File: src/sv/pidff_pkg.sv
// Package: shared constants, types and saturation helpers of the PID controller.
`default_nettype none
package pidff_pkg;

    localparam int DATA_W = 32;
    localparam int WIDE_W = 52;
    localparam int Q_W    = 50;

    typedef logic signed [WIDE_W-1:0] t_wide;

    // loop constants: coefficients and error threshold Q16.16, tick count and tick rate plain integers
    localparam logic signed [31:0] SETPOINT_COEF_Q16   = 32'sd3121;
    localparam logic signed [31:0] DERIV_COEF_Q16      = 32'sd21845;
    localparam logic signed [31:0] ANTIWINDUP_STEP_Q16 = 32'sd655;
    localparam logic signed [31:0] CALM_ERROR_Q16      = 32'sd655;
    localparam logic [7:0]         CALM_TICKS          = 8'd160;
    localparam logic signed [16:0] TICK_RATE_HZ        = 17'sd20;

    // register reset values
    localparam logic signed [31:0] KP_RST    = 32'sd15729;
    localparam logic signed [31:0] KD_RST    = 32'sd196608;
    localparam logic signed [31:0] KI_RST    = 32'sd66;
    localparam logic signed [31:0] ALPHA_RST = 32'sd9830;
    localparam logic signed [31:0] IPG_RST   = 32'sd17246;
    localparam logic signed [31:0] CMIN_RST  = 32'sd0;
    localparam logic signed [31:0] CMAX_RST  = 32'sd19661;
    localparam logic [30:0]        SLEW_RST  = 31'd197;

    // register indexes
    localparam logic [2:0] CFG_KP    = 3'd0;
    localparam logic [2:0] CFG_KD    = 3'd1;
    localparam logic [2:0] CFG_KI    = 3'd2;
    localparam logic [2:0] CFG_ALPHA = 3'd3;
    localparam logic [2:0] CFG_IPG   = 3'd4;
    localparam logic [2:0] CFG_CMIN  = 3'd5;
    localparam logic [2:0] CFG_CMAX  = 3'd6;
    localparam logic [2:0] CFG_SLEW  = 3'd7;

    localparam t_wide S32_MAX = 52'sd2147483647;
    localparam t_wide S32_MIN = -52'sd2147483648;

    function automatic t_wide f_ext32(logic signed [31:0] x);
        return $signed({{(WIDE_W-32){x[31]}}, x});
    endfunction

    function automatic t_wide f_ext50(logic signed [Q_W-1:0] x);
        return $signed({{(WIDE_W-Q_W){x[Q_W-1]}}, x});
    endfunction

    function automatic logic signed [31:0] f_sat(t_wide x);
        logic signed [31:0] res;
        if (x > S32_MAX) res = 32'sh7fffffff;
        else if (x < S32_MIN) res = 32'sh80000000;
        else res = x[31:0];
        return res;
    endfunction

    // 33-bit signed difference a - b
    function automatic logic [32:0] f_diff33(logic signed [31:0] a, logic signed [31:0] b);
        return {a[31], a} - {b[31], b};
    endfunction

endpackage
`default_nettype wire

File: src/sv/pidff_if.sv
// Interfaces: input beat and result beat channels with valid/ready handshake.
`default_nettype none
interface pidff_in_if;
    logic               valid;
    logic               ready;
    logic signed [31:0] measured_position;
    logic signed [31:0] target_position;
    logic signed [31:0] zero_reference;
    logic               direction_negative;

    modport source(output valid, measured_position, target_position, zero_reference,
                   direction_negative, input ready);
    modport sink(input valid, measured_position, target_position, zero_reference,
                 direction_negative, output ready);
endinterface

interface pidff_out_if;
    logic               valid;
    logic               ready;
    logic signed [31:0] command;
    logic signed [31:0] unsaturated_sum;

    modport source(output valid, command, unsaturated_sum, input ready);
    modport sink(input valid, command, unsaturated_sum, output ready);
endinterface
`default_nettype wire

File: src/sv/pid_with_feedforward_slew_limit.sv
// Top level: 2-DOF PID with feed-forward, clamp, slew limit and anti-windup.
// Timing: the one shared bit-serial multiplier sets the time from input beat to
//   result beat; each product runs through launch, multiply, round and update
//   steps, six to eight products per tick.
// Throughput: one beat at a time; the next input beat is taken once the
//   sequencer is back in idle; a result still waiting holds the following tick
//   at its output step.
// Reset: synchronous active-low; registers return to defaults, loop state clears.
`default_nettype none
module pid_with_feedforward_slew_limit (
    input  wire logic        i_clk,
    input  wire logic        i_rst_n,
    pidff_in_if.sink         i_in_beat,
    pidff_out_if.source      o_out_beat,
    input  wire logic        i_cfg_we,
    input  wire logic [2:0]  i_cfg_idx,
    input  wire logic [31:0] i_cfg_data
);
    import pidff_pkg::*;

    // sequencer states
    localparam logic [4:0] S_IDLE  = 5'd0;
    localparam logic [4:0] S_L_SP1 = 5'd1;
    localparam logic [4:0] S_L_SP2 = 5'd2;
    localparam logic [4:0] S_ERR   = 5'd3;
    localparam logic [4:0] S_VEL   = 5'd4;
    localparam logic [4:0] S_L_FV  = 5'd5;
    localparam logic [4:0] S_L_FF  = 5'd6;
    localparam logic [4:0] S_L_P   = 5'd7;
    localparam logic [4:0] S_L_D   = 5'd8;
    localparam logic [4:0] S_L_I   = 5'd9;
    localparam logic [4:0] S_SUM   = 5'd10;
    localparam logic [4:0] S_CLAMP = 5'd11;
    localparam logic [4:0] S_SLEW  = 5'd12;
    localparam logic [4:0] S_L_AW  = 5'd13;
    localparam logic [4:0] S_OUT   = 5'd14;
    localparam logic [4:0] S_MUL   = 5'd15;
    localparam logic [4:0] S_RND   = 5'd16;
    localparam logic [4:0] S_POST  = 5'd17;

    // product in flight
    localparam logic [2:0] OP_SP1 = 3'd0;
    localparam logic [2:0] OP_SP2 = 3'd1;
    localparam logic [2:0] OP_FV  = 3'd2;
    localparam logic [2:0] OP_FF  = 3'd3;
    localparam logic [2:0] OP_P   = 3'd4;
    localparam logic [2:0] OP_D   = 3'd5;
    localparam logic [2:0] OP_I   = 3'd6;
    localparam logic [2:0] OP_AW  = 3'd7;

    localparam int         MUL_STEPS = 33;
    localparam logic [5:0] CNT_LAST  = 6'(MUL_STEPS - 1);

    logic [4:0] r_state;
    logic [2:0] r_op;

    // configuration
    logic signed [31:0] r_kp, r_kd, r_ki, r_alpha, r_ipg, r_cmin, r_cmax;
    logic [30:0]        r_slew;

    // loop state
    logic signed [31:0] r_sp1, r_sp2, r_lm, r_fv, r_integ, r_lc;
    logic [7:0]         r_calm;
    logic               r_started;

    // per-tick working values
    logic signed [31:0] r_meas, r_tgt, r_zero;
    logic               r_neg;
    logic signed [31:0] r_ei, r_r, r_v, r_ff, r_p, r_d, r_u, r_cmd;

    // bit-serial multiplier: {hi, lo} shifts right one bit per cycle
    logic signed [31:0] r_ma;
    logic [32:0]        r_hi, r_lo;
    logic [5:0]         r_cnt;
    logic               r_k17;
    logic signed [Q_W-1:0] r_q;

    // result register
    logic               r_ov;
    logic signed [31:0] r_cmd_o, r_u_o;

    logic [33:0]           w_addend, w_hs;
    logic signed [65:0]    w_prod, w_rnd;
    logic signed [Q_W-1:0] w_q;
    logic signed [31:0]    w_e, w_ei;
    logic                  w_bypass, w_calm_hit;
    t_wide                 w_lo, w_hi, w_clip;

    // one partial product per cycle; the sign bit of b carries negative weight
    assign w_addend = !r_lo[0] ? 34'd0 :
                      (r_cnt == CNT_LAST) ? -{r_ma[31], r_ma[31], r_ma} :
                      {r_ma[31], r_ma[31], r_ma};
    assign w_hs     = {r_hi[32], r_hi} + w_addend;

    // round half up, then floor shift by 16 (17 for halved D)
    assign w_prod = $signed({r_hi, r_lo});
    assign w_rnd  = w_prod + (r_k17 ? 66'sd65536 : 66'sd32768);
    assign w_q    = r_k17 ? Q_W'(w_rnd >>> 17) : Q_W'(w_rnd >>> 16);

    assign w_e   = f_sat(f_ext32(r_sp2) - f_ext32(r_meas));
    assign w_ei  = f_sat(r_neg ? -f_ext32(w_e) : f_ext32(w_e));

    assign w_calm_hit = (r_ei > -CALM_ERROR_Q16) && (r_ei < CALM_ERROR_Q16);
    assign w_bypass   = r_calm > CALM_TICKS;

    // slew window around the last command
    assign w_lo   = f_ext32(r_lc) - $signed({21'b0, r_slew});
    assign w_hi   = f_ext32(r_lc) + $signed({21'b0, r_slew});
    assign w_clip = (f_ext32(r_cmd) < w_lo) ? w_lo :
                    (f_ext32(r_cmd) > w_hi) ? w_hi : f_ext32(r_cmd);

    assign i_in_beat.ready          = (r_state == S_IDLE);
    assign o_out_beat.valid         = r_ov;
    assign o_out_beat.command       = r_cmd_o;
    assign o_out_beat.unsaturated_sum = r_u_o;

    always_ff @(posedge i_clk) begin
        if (!i_rst_n) begin
            r_state   <= S_IDLE;
            r_op      <= OP_SP1;
            r_kp      <= KP_RST;
            r_kd      <= KD_RST;
            r_ki      <= KI_RST;
            r_alpha   <= ALPHA_RST;
            r_ipg     <= IPG_RST;
            r_cmin    <= CMIN_RST;
            r_cmax    <= CMAX_RST;
            r_slew    <= SLEW_RST;
            r_sp1     <= '0;
            r_sp2     <= '0;
            r_lm      <= '0;
            r_fv      <= '0;
            r_integ   <= '0;
            r_lc      <= '0;
            r_calm    <= '0;
            r_started <= 1'b0;
            r_cnt     <= '0;
            r_ov      <= 1'b0;
        end else begin
            if (i_cfg_we) begin
                unique case (i_cfg_idx)
                    CFG_KP:    r_kp    <= i_cfg_data;
                    CFG_KD:    r_kd    <= i_cfg_data;
                    CFG_KI:    r_ki    <= i_cfg_data;
                    CFG_ALPHA: r_alpha <= i_cfg_data;
                    CFG_IPG:   r_ipg   <= i_cfg_data;
                    CFG_CMIN:  r_cmin  <= i_cfg_data;
                    CFG_CMAX:  r_cmax  <= i_cfg_data;
                    CFG_SLEW:  r_slew  <= i_cfg_data[30:0];
                    default: ;
                endcase
            end

            // the output step reloads the result itself when the old one drains
            if (r_ov && o_out_beat.ready && (r_state != S_OUT)) r_ov <= 1'b0;

            unique case (r_state)
                S_IDLE: begin
                    if (i_in_beat.valid) begin
                        r_meas  <= i_in_beat.measured_position;
                        r_tgt   <= i_in_beat.target_position;
                        r_zero  <= i_in_beat.zero_reference;
                        r_neg   <= i_in_beat.direction_negative;
                        // first tick seeds the filters and the slew reference
                        if (!r_started) begin
                            r_sp1     <= i_in_beat.target_position;
                            r_sp2     <= i_in_beat.target_position;
                            r_lm      <= i_in_beat.measured_position;
                            r_fv      <= '0;
                            r_lc      <= r_alpha;
                            r_started <= 1'b1;
                        end
                        r_state <= S_L_SP1;
                    end
                end
                S_L_SP1: begin
                    r_ma <= SETPOINT_COEF_Q16; r_lo <= f_diff33(r_tgt, r_sp1);
                    r_hi <= '0; r_cnt <= '0; r_k17 <= 1'b0; r_op <= OP_SP1;
                    r_state <= S_MUL;
                end
                S_L_SP2: begin
                    r_ma <= SETPOINT_COEF_Q16; r_lo <= f_diff33(r_sp1, r_sp2);
                    r_hi <= '0; r_cnt <= '0; r_k17 <= 1'b0; r_op <= OP_SP2;
                    r_state <= S_MUL;
                end
                S_ERR: begin
                    r_ei    <= w_ei;
                    r_r     <= f_sat(f_ext32(r_sp2) - f_ext32(r_zero));
                    r_state <= S_VEL;
                end
                S_VEL: begin
                    if (w_calm_hit) begin
                        if (r_calm != 8'hff) r_calm <= r_calm + 8'd1;
                    end else begin
                        r_calm <= '0;
                    end
                    r_v     <= f_sat((f_ext32(r_meas) - f_ext32(r_lm)) * TICK_RATE_HZ);
                    r_lm    <= r_meas;
                    r_state <= S_L_FV;
                end
                S_L_FV: begin
                    if (w_bypass) begin
                        r_fv    <= r_v;
                        r_state <= S_L_FF;
                    end else begin
                        r_ma <= DERIV_COEF_Q16; r_lo <= f_diff33(r_v, r_fv);
                        r_hi <= '0; r_cnt <= '0; r_k17 <= 1'b0; r_op <= OP_FV;
                        r_state <= S_MUL;
                    end
                end
                S_L_FF: begin
                    r_ma <= r_ipg; r_lo <= {r_r[31], r_r};
                    r_hi <= '0; r_cnt <= '0; r_k17 <= 1'b0; r_op <= OP_FF;
                    r_state <= S_MUL;
                end
                S_L_P: begin
                    r_ma <= r_kp; r_lo <= {r_ei[31], r_ei};
                    r_hi <= '0; r_cnt <= '0; r_k17 <= 1'b0; r_op <= OP_P;
                    r_state <= S_MUL;
                end
                S_L_D: begin
                    r_ma <= r_kd; r_lo <= {r_fv[31], r_fv};
                    r_hi <= '0; r_cnt <= '0; r_k17 <= w_bypass; r_op <= OP_D;
                    r_state <= S_MUL;
                end
                S_L_I: begin
                    r_ma <= r_ki; r_lo <= {r_ei[31], r_ei};
                    r_hi <= '0; r_cnt <= '0; r_k17 <= 1'b0; r_op <= OP_I;
                    r_state <= S_MUL;
                end
                S_SUM: begin
                    r_u <= f_sat(f_ext32(r_ff) + f_ext32(r_p) + f_ext32(r_d)
                                 + f_ext32(r_integ));
                    r_state <= S_CLAMP;
                end
                S_CLAMP: begin
                    // cmin is tested first and wins for any sum below it
                    if (r_u < r_cmin)      r_cmd <= r_cmin;
                    else if (r_u > r_cmax) r_cmd <= r_cmax;
                    else                   r_cmd <= r_u;
                    r_state <= S_SLEW;
                end
                S_SLEW: begin
                    if (r_slew != '0) r_cmd <= f_sat(w_clip);
                    r_state <= S_L_AW;
                end
                S_L_AW: begin
                    if (r_ki > 32'sd0) begin
                        r_ma <= ANTIWINDUP_STEP_Q16; r_lo <= f_diff33(r_cmd, r_u);
                        r_hi <= '0; r_cnt <= '0; r_k17 <= 1'b0; r_op <= OP_AW;
                        r_state <= S_MUL;
                    end else begin
                        r_state <= S_OUT;
                    end
                end
                S_OUT: begin
                    if (!r_ov || o_out_beat.ready) begin
                        r_ov    <= 1'b1;
                        r_cmd_o <= r_cmd;
                        r_u_o   <= r_u;
                        r_lc    <= r_cmd;
                        r_state <= S_IDLE;
                    end
                end
                S_MUL: begin
                    r_hi  <= w_hs[33:1];
                    r_lo  <= {w_hs[0], r_lo[32:1]};
                    r_cnt <= r_cnt + 6'd1;
                    if (r_cnt == CNT_LAST) r_state <= S_RND;
                end
                S_RND: begin
                    r_q     <= w_q;
                    r_state <= S_POST;
                end
                S_POST: begin
                    unique case (r_op)
                        OP_SP1: begin
                            r_sp1 <= f_sat(f_ext32(r_sp1) + f_ext50(r_q));
                            r_state <= S_L_SP2;
                        end
                        OP_SP2: begin
                            r_sp2 <= f_sat(f_ext32(r_sp2) + f_ext50(r_q));
                            r_state <= S_ERR;
                        end
                        OP_FV: begin
                            r_fv <= f_sat(f_ext32(r_fv) + f_ext50(r_q));
                            r_state <= S_L_FF;
                        end
                        OP_FF: begin
                            r_ff <= f_sat(f_ext32(r_alpha) +
                                          (r_neg ? -f_ext50(r_q) : f_ext50(r_q)));
                            r_state <= S_L_P;
                        end
                        OP_P: begin
                            r_p <= f_sat(f_ext50(r_q));
                            r_state <= S_L_D;
                        end
                        OP_D: begin
                            r_d <= f_sat(r_neg ? f_ext50(r_q) : -f_ext50(r_q));
                            r_state <= S_L_I;
                        end
                        OP_I: begin
                            r_integ <= f_sat(f_ext32(r_integ) + f_ext50(r_q));
                            r_state <= S_SUM;
                        end
                        OP_AW: begin
                            r_integ <= f_sat(f_ext32(r_integ) + f_ext50(r_q));
                            r_state <= S_OUT;
                        end
                        default: r_state <= S_IDLE;
                    endcase
                end
                default: r_state <= S_IDLE;
            endcase
        end
    end

    // an accepted beat always starts the sequence
    a_accept_starts: assert property (@(posedge i_clk) disable iff (!i_rst_n)
        (i_in_beat.valid && i_in_beat.ready) |=> (r_state == S_L_SP1))
        else $error("accepted beat did not start the sequence");

    // the multiplier never runs past its last bit
    a_cnt_range: assert property (@(posedge i_clk) disable iff (!i_rst_n)
        (r_state == S_MUL) |-> (r_cnt <= CNT_LAST))
        else $error("multiplier step count out of range");

    // a taken result is not shown again unless a new one is loaded
    a_no_repeat: assert property (@(posedge i_clk) disable iff (!i_rst_n)
        (o_out_beat.valid && o_out_beat.ready && r_state != S_OUT) |=> !o_out_beat.valid)
        else $error("result beat repeated");

    // once started, the loop stays seeded
    a_started_holds: assert property (@(posedge i_clk) disable iff (!i_rst_n)
        r_started |=> r_started)
        else $error("started flag dropped");

endmodule
`default_nettype wire

File: src/flat_wrapper.sv
// flat-port wrapper written by rule: the top's interface ports become plain ports
module pid_with_feedforward_slew_limit_flat import pidff_pkg::*;
  (i_clk, i_rst_n, i_cfg_we, i_cfg_idx, i_cfg_data, i_in_beat_valid, i_in_beat_measured_position, i_in_beat_target_position, i_in_beat_zero_reference, i_in_beat_direction_negative, i_in_beat_ready, o_out_beat_valid, o_out_beat_command, o_out_beat_unsaturated_sum, o_out_beat_ready);
  pidff_in_if i_in_beat_i ();
  pidff_out_if o_out_beat_i ();
  input  wire logic i_clk;
  input  wire logic i_rst_n;
  input  wire logic i_cfg_we;
  input  wire logic [2:0] i_cfg_idx;
  input  wire logic [31:0] i_cfg_data;
  input wire logic [$bits(i_in_beat_i.valid)-1:0] i_in_beat_valid;
  input wire logic [$bits(i_in_beat_i.measured_position)-1:0] i_in_beat_measured_position;
  input wire logic [$bits(i_in_beat_i.target_position)-1:0] i_in_beat_target_position;
  input wire logic [$bits(i_in_beat_i.zero_reference)-1:0] i_in_beat_zero_reference;
  input wire logic [$bits(i_in_beat_i.direction_negative)-1:0] i_in_beat_direction_negative;
  output wire logic [$bits(i_in_beat_i.ready)-1:0] i_in_beat_ready;
  output wire logic [$bits(o_out_beat_i.valid)-1:0] o_out_beat_valid;
  output wire logic [$bits(o_out_beat_i.command)-1:0] o_out_beat_command;
  output wire logic [$bits(o_out_beat_i.unsaturated_sum)-1:0] o_out_beat_unsaturated_sum;
  input wire logic [$bits(o_out_beat_i.ready)-1:0] o_out_beat_ready;
  assign i_in_beat_i.valid = i_in_beat_valid;
  assign i_in_beat_i.measured_position = i_in_beat_measured_position;
  assign i_in_beat_i.target_position = i_in_beat_target_position;
  assign i_in_beat_i.zero_reference = i_in_beat_zero_reference;
  assign i_in_beat_i.direction_negative = i_in_beat_direction_negative;
  assign i_in_beat_ready = i_in_beat_i.ready;
  assign o_out_beat_valid = o_out_beat_i.valid;
  assign o_out_beat_command = o_out_beat_i.command;
  assign o_out_beat_unsaturated_sum = o_out_beat_i.unsaturated_sum;
  assign o_out_beat_i.ready = o_out_beat_ready;
  pid_with_feedforward_slew_limit u_core (.i_clk(i_clk), .i_rst_n(i_rst_n), .i_in_beat(i_in_beat_i), .o_out_beat(o_out_beat_i), .i_cfg_we(i_cfg_we), .i_cfg_idx(i_cfg_idx), .i_cfg_data(i_cfg_data));
endmodule
File: config.mk
export PLATFORM = sky130hd
export DESIGN_NAME = pid_with_feedforward_slew_limit_flat
export DESIGN_NICKNAME = d
export VERILOG_FILES = /design/src/sv/pidff_pkg.sv /design/src/sv/pidff_if.sv /design/src/sv/pid_with_feedforward_slew_limit.sv /design/src/flat_wrapper.sv
export SDC_FILE = /design/constraint.sdc
export NUM_CORES = 2
export LEC_CHECK = 0
export ABC_AREA = 0
export BUFFER_PORTS_ARGS = -buffer_cell sky130_fd_sc_hd__buf_2
export CAP_MARGIN = 10
export CORE_UTILIZATION = 50
export CTS_BUF_LIST = sky130_fd_sc_hd__clkbuf_8
export DETAILED_ROUTE_END_ITERATION = 8
export PLACE_DENSITY = 0.66
export SLEW_MARGIN = 15
export SYNTH_ARGS = -nofsm -noshare
export SYNTH_HDL_FRONTEND = slang
export SYNTH_SLANG_ARGS = --single-unit
File: constraint.sdc
create_clock -name i_clk -period 24.9 [get_ports i_clk]
set_clock_uncertainty 0.1 [all_clocks]
set_input_delay 1.245 -clock i_clk [delete_from_list [all_inputs] [get_ports i_clk]]
set_output_delay 1.245 -clock i_clk [all_outputs]
set_load 0.01 [all_outputs]
==> results.md <==
- Status: finished clean
- Yosys reg bits: 1036
- Vias in the first global route: 77310
- Clock-pin slew on the worst setup and hold paths: 60 ps
- Clk sinks: 1036
- Post-CTS setup buffers: 0
- Largest registers: u_core.r_q x50, u_core.r_hi x33, u_core.r_lo x33
- RSZ-0062 raised after global routing: no
- YS warnings: 0
- Leakage power: 38.11 nW
- Post-synth top area cell: edfxtp_1
- Drt initial violations: 8132
- Start of the worst register-to-register path: u_core.r_q[2]$_DFFE_PP_
- Final hold violations: 0
- Critical path's most frequent cell: o21ai_0
- Clk root buf: clkbuf_8
- Share of cells above drive strength 1: 7.234%
- GPL Wtd Cong: 1.045
- Commonest cells after routing, fill and taps aside: nand2_1 (1152), a21oi_1 (1023), ha_1 (836)
- Max Fclk: 120.1 MHz
- CTS tree: yes
- Crit path max-delay family: compound AO/OA/AOI/OAI gates
- Post-layout minimum cycle time: 8326 ps
- DRC viols: 0
- Register area share after synthesis: 30.55%
- Met3 WL: 28.35 mm
- Gr ovfl total: 0
- Number of flops mapped to enable cells by yosys: 565
- I/O Buffers: 202
- Top-area cell type share of the netlist area: 19.63%
- Max Slew Vio Count: 0
- Die area: 0.1745 mm2
- Gate count of the mapped netlist: 10440
- Layout area overhead: 8.059%
- GR Util All Layers: 36.12%
- Max-cap violations: 0
- Yosys cell types: 113
- Largest register FFs: 50
- Vias: 82320
- Hold path start: u_core.r_kp[21]$_SDFFE_PN0P_
- Row cnt: 152
- Ratio of final minimum period to clock period: 33.44%
- Max_slew headroom: 17.64%
- Initial antenna violation count: 18
- Nets: 11460
- Commonest non-fill, non-tap cell in the layout: nand2_1
- Type of origin of the critical path: flop
- Routed Antenna Nets: 0
- Post-CTS sizing: 0
- Ranking of synthesized cells by area: edfxtp_1 (20%), ha_1 (12%), dfxtp_1 (11%)
- Hold WC Path Type: reg -> reg
- Hold-fix buffer count after cts: 0
- Largest register by flop count: u_core.r_q
- Slew @ Worst Pin: 1233 ps
- Cell area after synthesis: 0.08641 mm2
- Final setup TNS: 0 ps
- TritonCTS buffer count: 188
- WL met2: 140.9 mm
- Clk buf depth: 3
- Syn_area_per_cell: 8.275 um2
- # IOs: 203
- Critical Path Max Stage Delay: 720 ps
- Via density: 6.372
- Worst path required time: 25550 ps
- Worst Path Max Fanout: 31
- H-Tree Depth: 4
- CP Data Arrival Time: 8980 ps
- Clk Latency, worst-skew pair: 990 ps
- First-pass GRT wire length: 480.4 mm
- Die Height: 417.7 um
- Worst VDD drop: 0.1648 mV
- Largest net degree at the start of global routing: 100
- Met1 wire length: 133.0 mm
- Worst Setup Path Type: reg -> reg
- Asr flop ratio synth: 0%
- Aggregate routed wire length: 325.1 mm
- Tot Pwr: 10.07 mW
- Pwr dens: 107.9 mW/mm2
- Worst setup path start: u_core.r_q[2]$_DFFE_PP_
- Ys flop type: edfxtp_1
- Critical-path cell list: nor3_1 -> nand2_1 -> or3_1 -> nor3_2 -> nand2_1 -> or4_1 -> or2_2 -> o21ai_0 -> xnor2_1 -> ha_1 -> a21o_1 -> a21oi_1 -> o21a_1 -> o21ai_0 -> a221o_1 -> a311oi_1 -> a211oi_1 -> o21ai_0 -> xnor2_1 -> nor4_1 -> a41oi_4 -> o21ai_0
- Top sig layer: met5
- CP bufs+invs: 0
- Final Setup Violations: 0
- Post-DP HPWL: 252.1 mm
- Area of the core: 0.1715 mm2
- Horiz. Die Dim: 417.7 um
- Initial Utilization: 50.37%
- Slowest CP cell: nor4_1
- Worst setup EP type: flop
- Drt first pass iters: 7
- Post-Syn Nets: 11470
- Routed wire per std cell: 25.16 um
[metal layers]
metal  global-route usage, %  up-vias
li1                        -    38310
met5                       0        -
met1                   46.82    39340
met4                   22.67        2
met2                   55.91     3901
met3                   6.060      772
[worst reg2reg max path, stage by stage (launching register included)]
cell and delay, ps:
edfxtp_1 540, nor3_1 410, nand2_1 110, or3_1 460, nor3_2 580, nand2_1 190
or4_1 480, or2_2 340, o21ai_0 240, xnor2_1 150, ha_1 310, a21o_1 190
a21oi_1 170, o21a_1 150, o21ai_0 160, a221o_1 370, a311oi_1 590, a211oi_1 260
o21ai_0 480, xnor2_1 180, nor4_1 720, a41oi_4 550, o21ai_0 390
[path summary, 6_finish.rpt]
path | slack (ps) | endpoint | cells past startpoint
max | 16570 | u_core.r_ff[1]$_SDFFCE_PN1P_ | 22
max reg2reg | 16570 | u_core.r_ff[1]$_SDFFCE_PN1P_ | 22
min reg2reg | 350 | u_core.r_kp[21]$_SDFFE_PN0P_ | 2
min | 350 | u_core.r_kp[21]$_SDFFE_PN0P_ | 2
[report_power, final]
| group | leakage (nW) | switching [mW] | internal, mW |
|---|---|---|---|
| logic | 27.0 | 3.68 | 2.25 |
| registers | 8.96 | 0.320 | 2.13 |
| clock network | 2.17 | 0.819 | 0.867 |
[synth_stat cells, drive strengths merged, types with 109 or more instances]
library cell	n
nand4	113
dfxtp	471
nand3	234
a31oi	150
xnor2	469
a21oi	1030
nand2b	172
edfxtp	565
a21o	357
ha	836
mux2i	109
nor3	213
o211ai	122
inv	567
nand2	1153
o21ai	679
clkbuf	456
a211oi	116
nor2	772
xor2	228
o21a	119
[cell type report]
cell class,count,area (um2)
Fill cell,16050,78170
Multi-Input combinational cell,8323,56190
Sequential cell,1036,26400
Tap cell,2310,2890
Clock buffer,202,2780
Inverter,570,2147
Timing Repair Buffer,320,1909
Clock inverter,151,1045
Antenna cell,8,20.02
[through the flow]
| stage | util (%) | area (um2) | setup WS [ps] | instances | hold WS [ps] |
|---|---|---|---|---|---|
| after floorplan | - | 86410 | 15720 | 10440 | 335.7 |
| after CTS | 54.42 | 93350 | 16690 | 12910 | 296.4 |
| after global routing | 54.42 | 93360 | 16060 | 12910 | 334.1 |
| after detailed placement | 52.19 | 89520 | 16790 | 12560 | 347.0 |
| after global placement | 52.19 | 89520 | 16780 | 12560 | 341.6 |
| final | 54.43 | 93370 | 16570 | 12920 | 354.2 |
[kinds of logic after synthesis]
logic type | count (synthesis) | share of synthesized area (%)
adders and majority gates | 896 | 13.39
xor gates and xnor gates | 697 | 7.065
buffers and inverters | 1083 | 4.829
and+or+nand+nor | 3234 | 17.55
DFF | 1036 | 30.55
AOI/OAI and AO/OA | 3380 | 25.26
muxes | 116 | 1.354
Power figures use the tool's default switching activity.
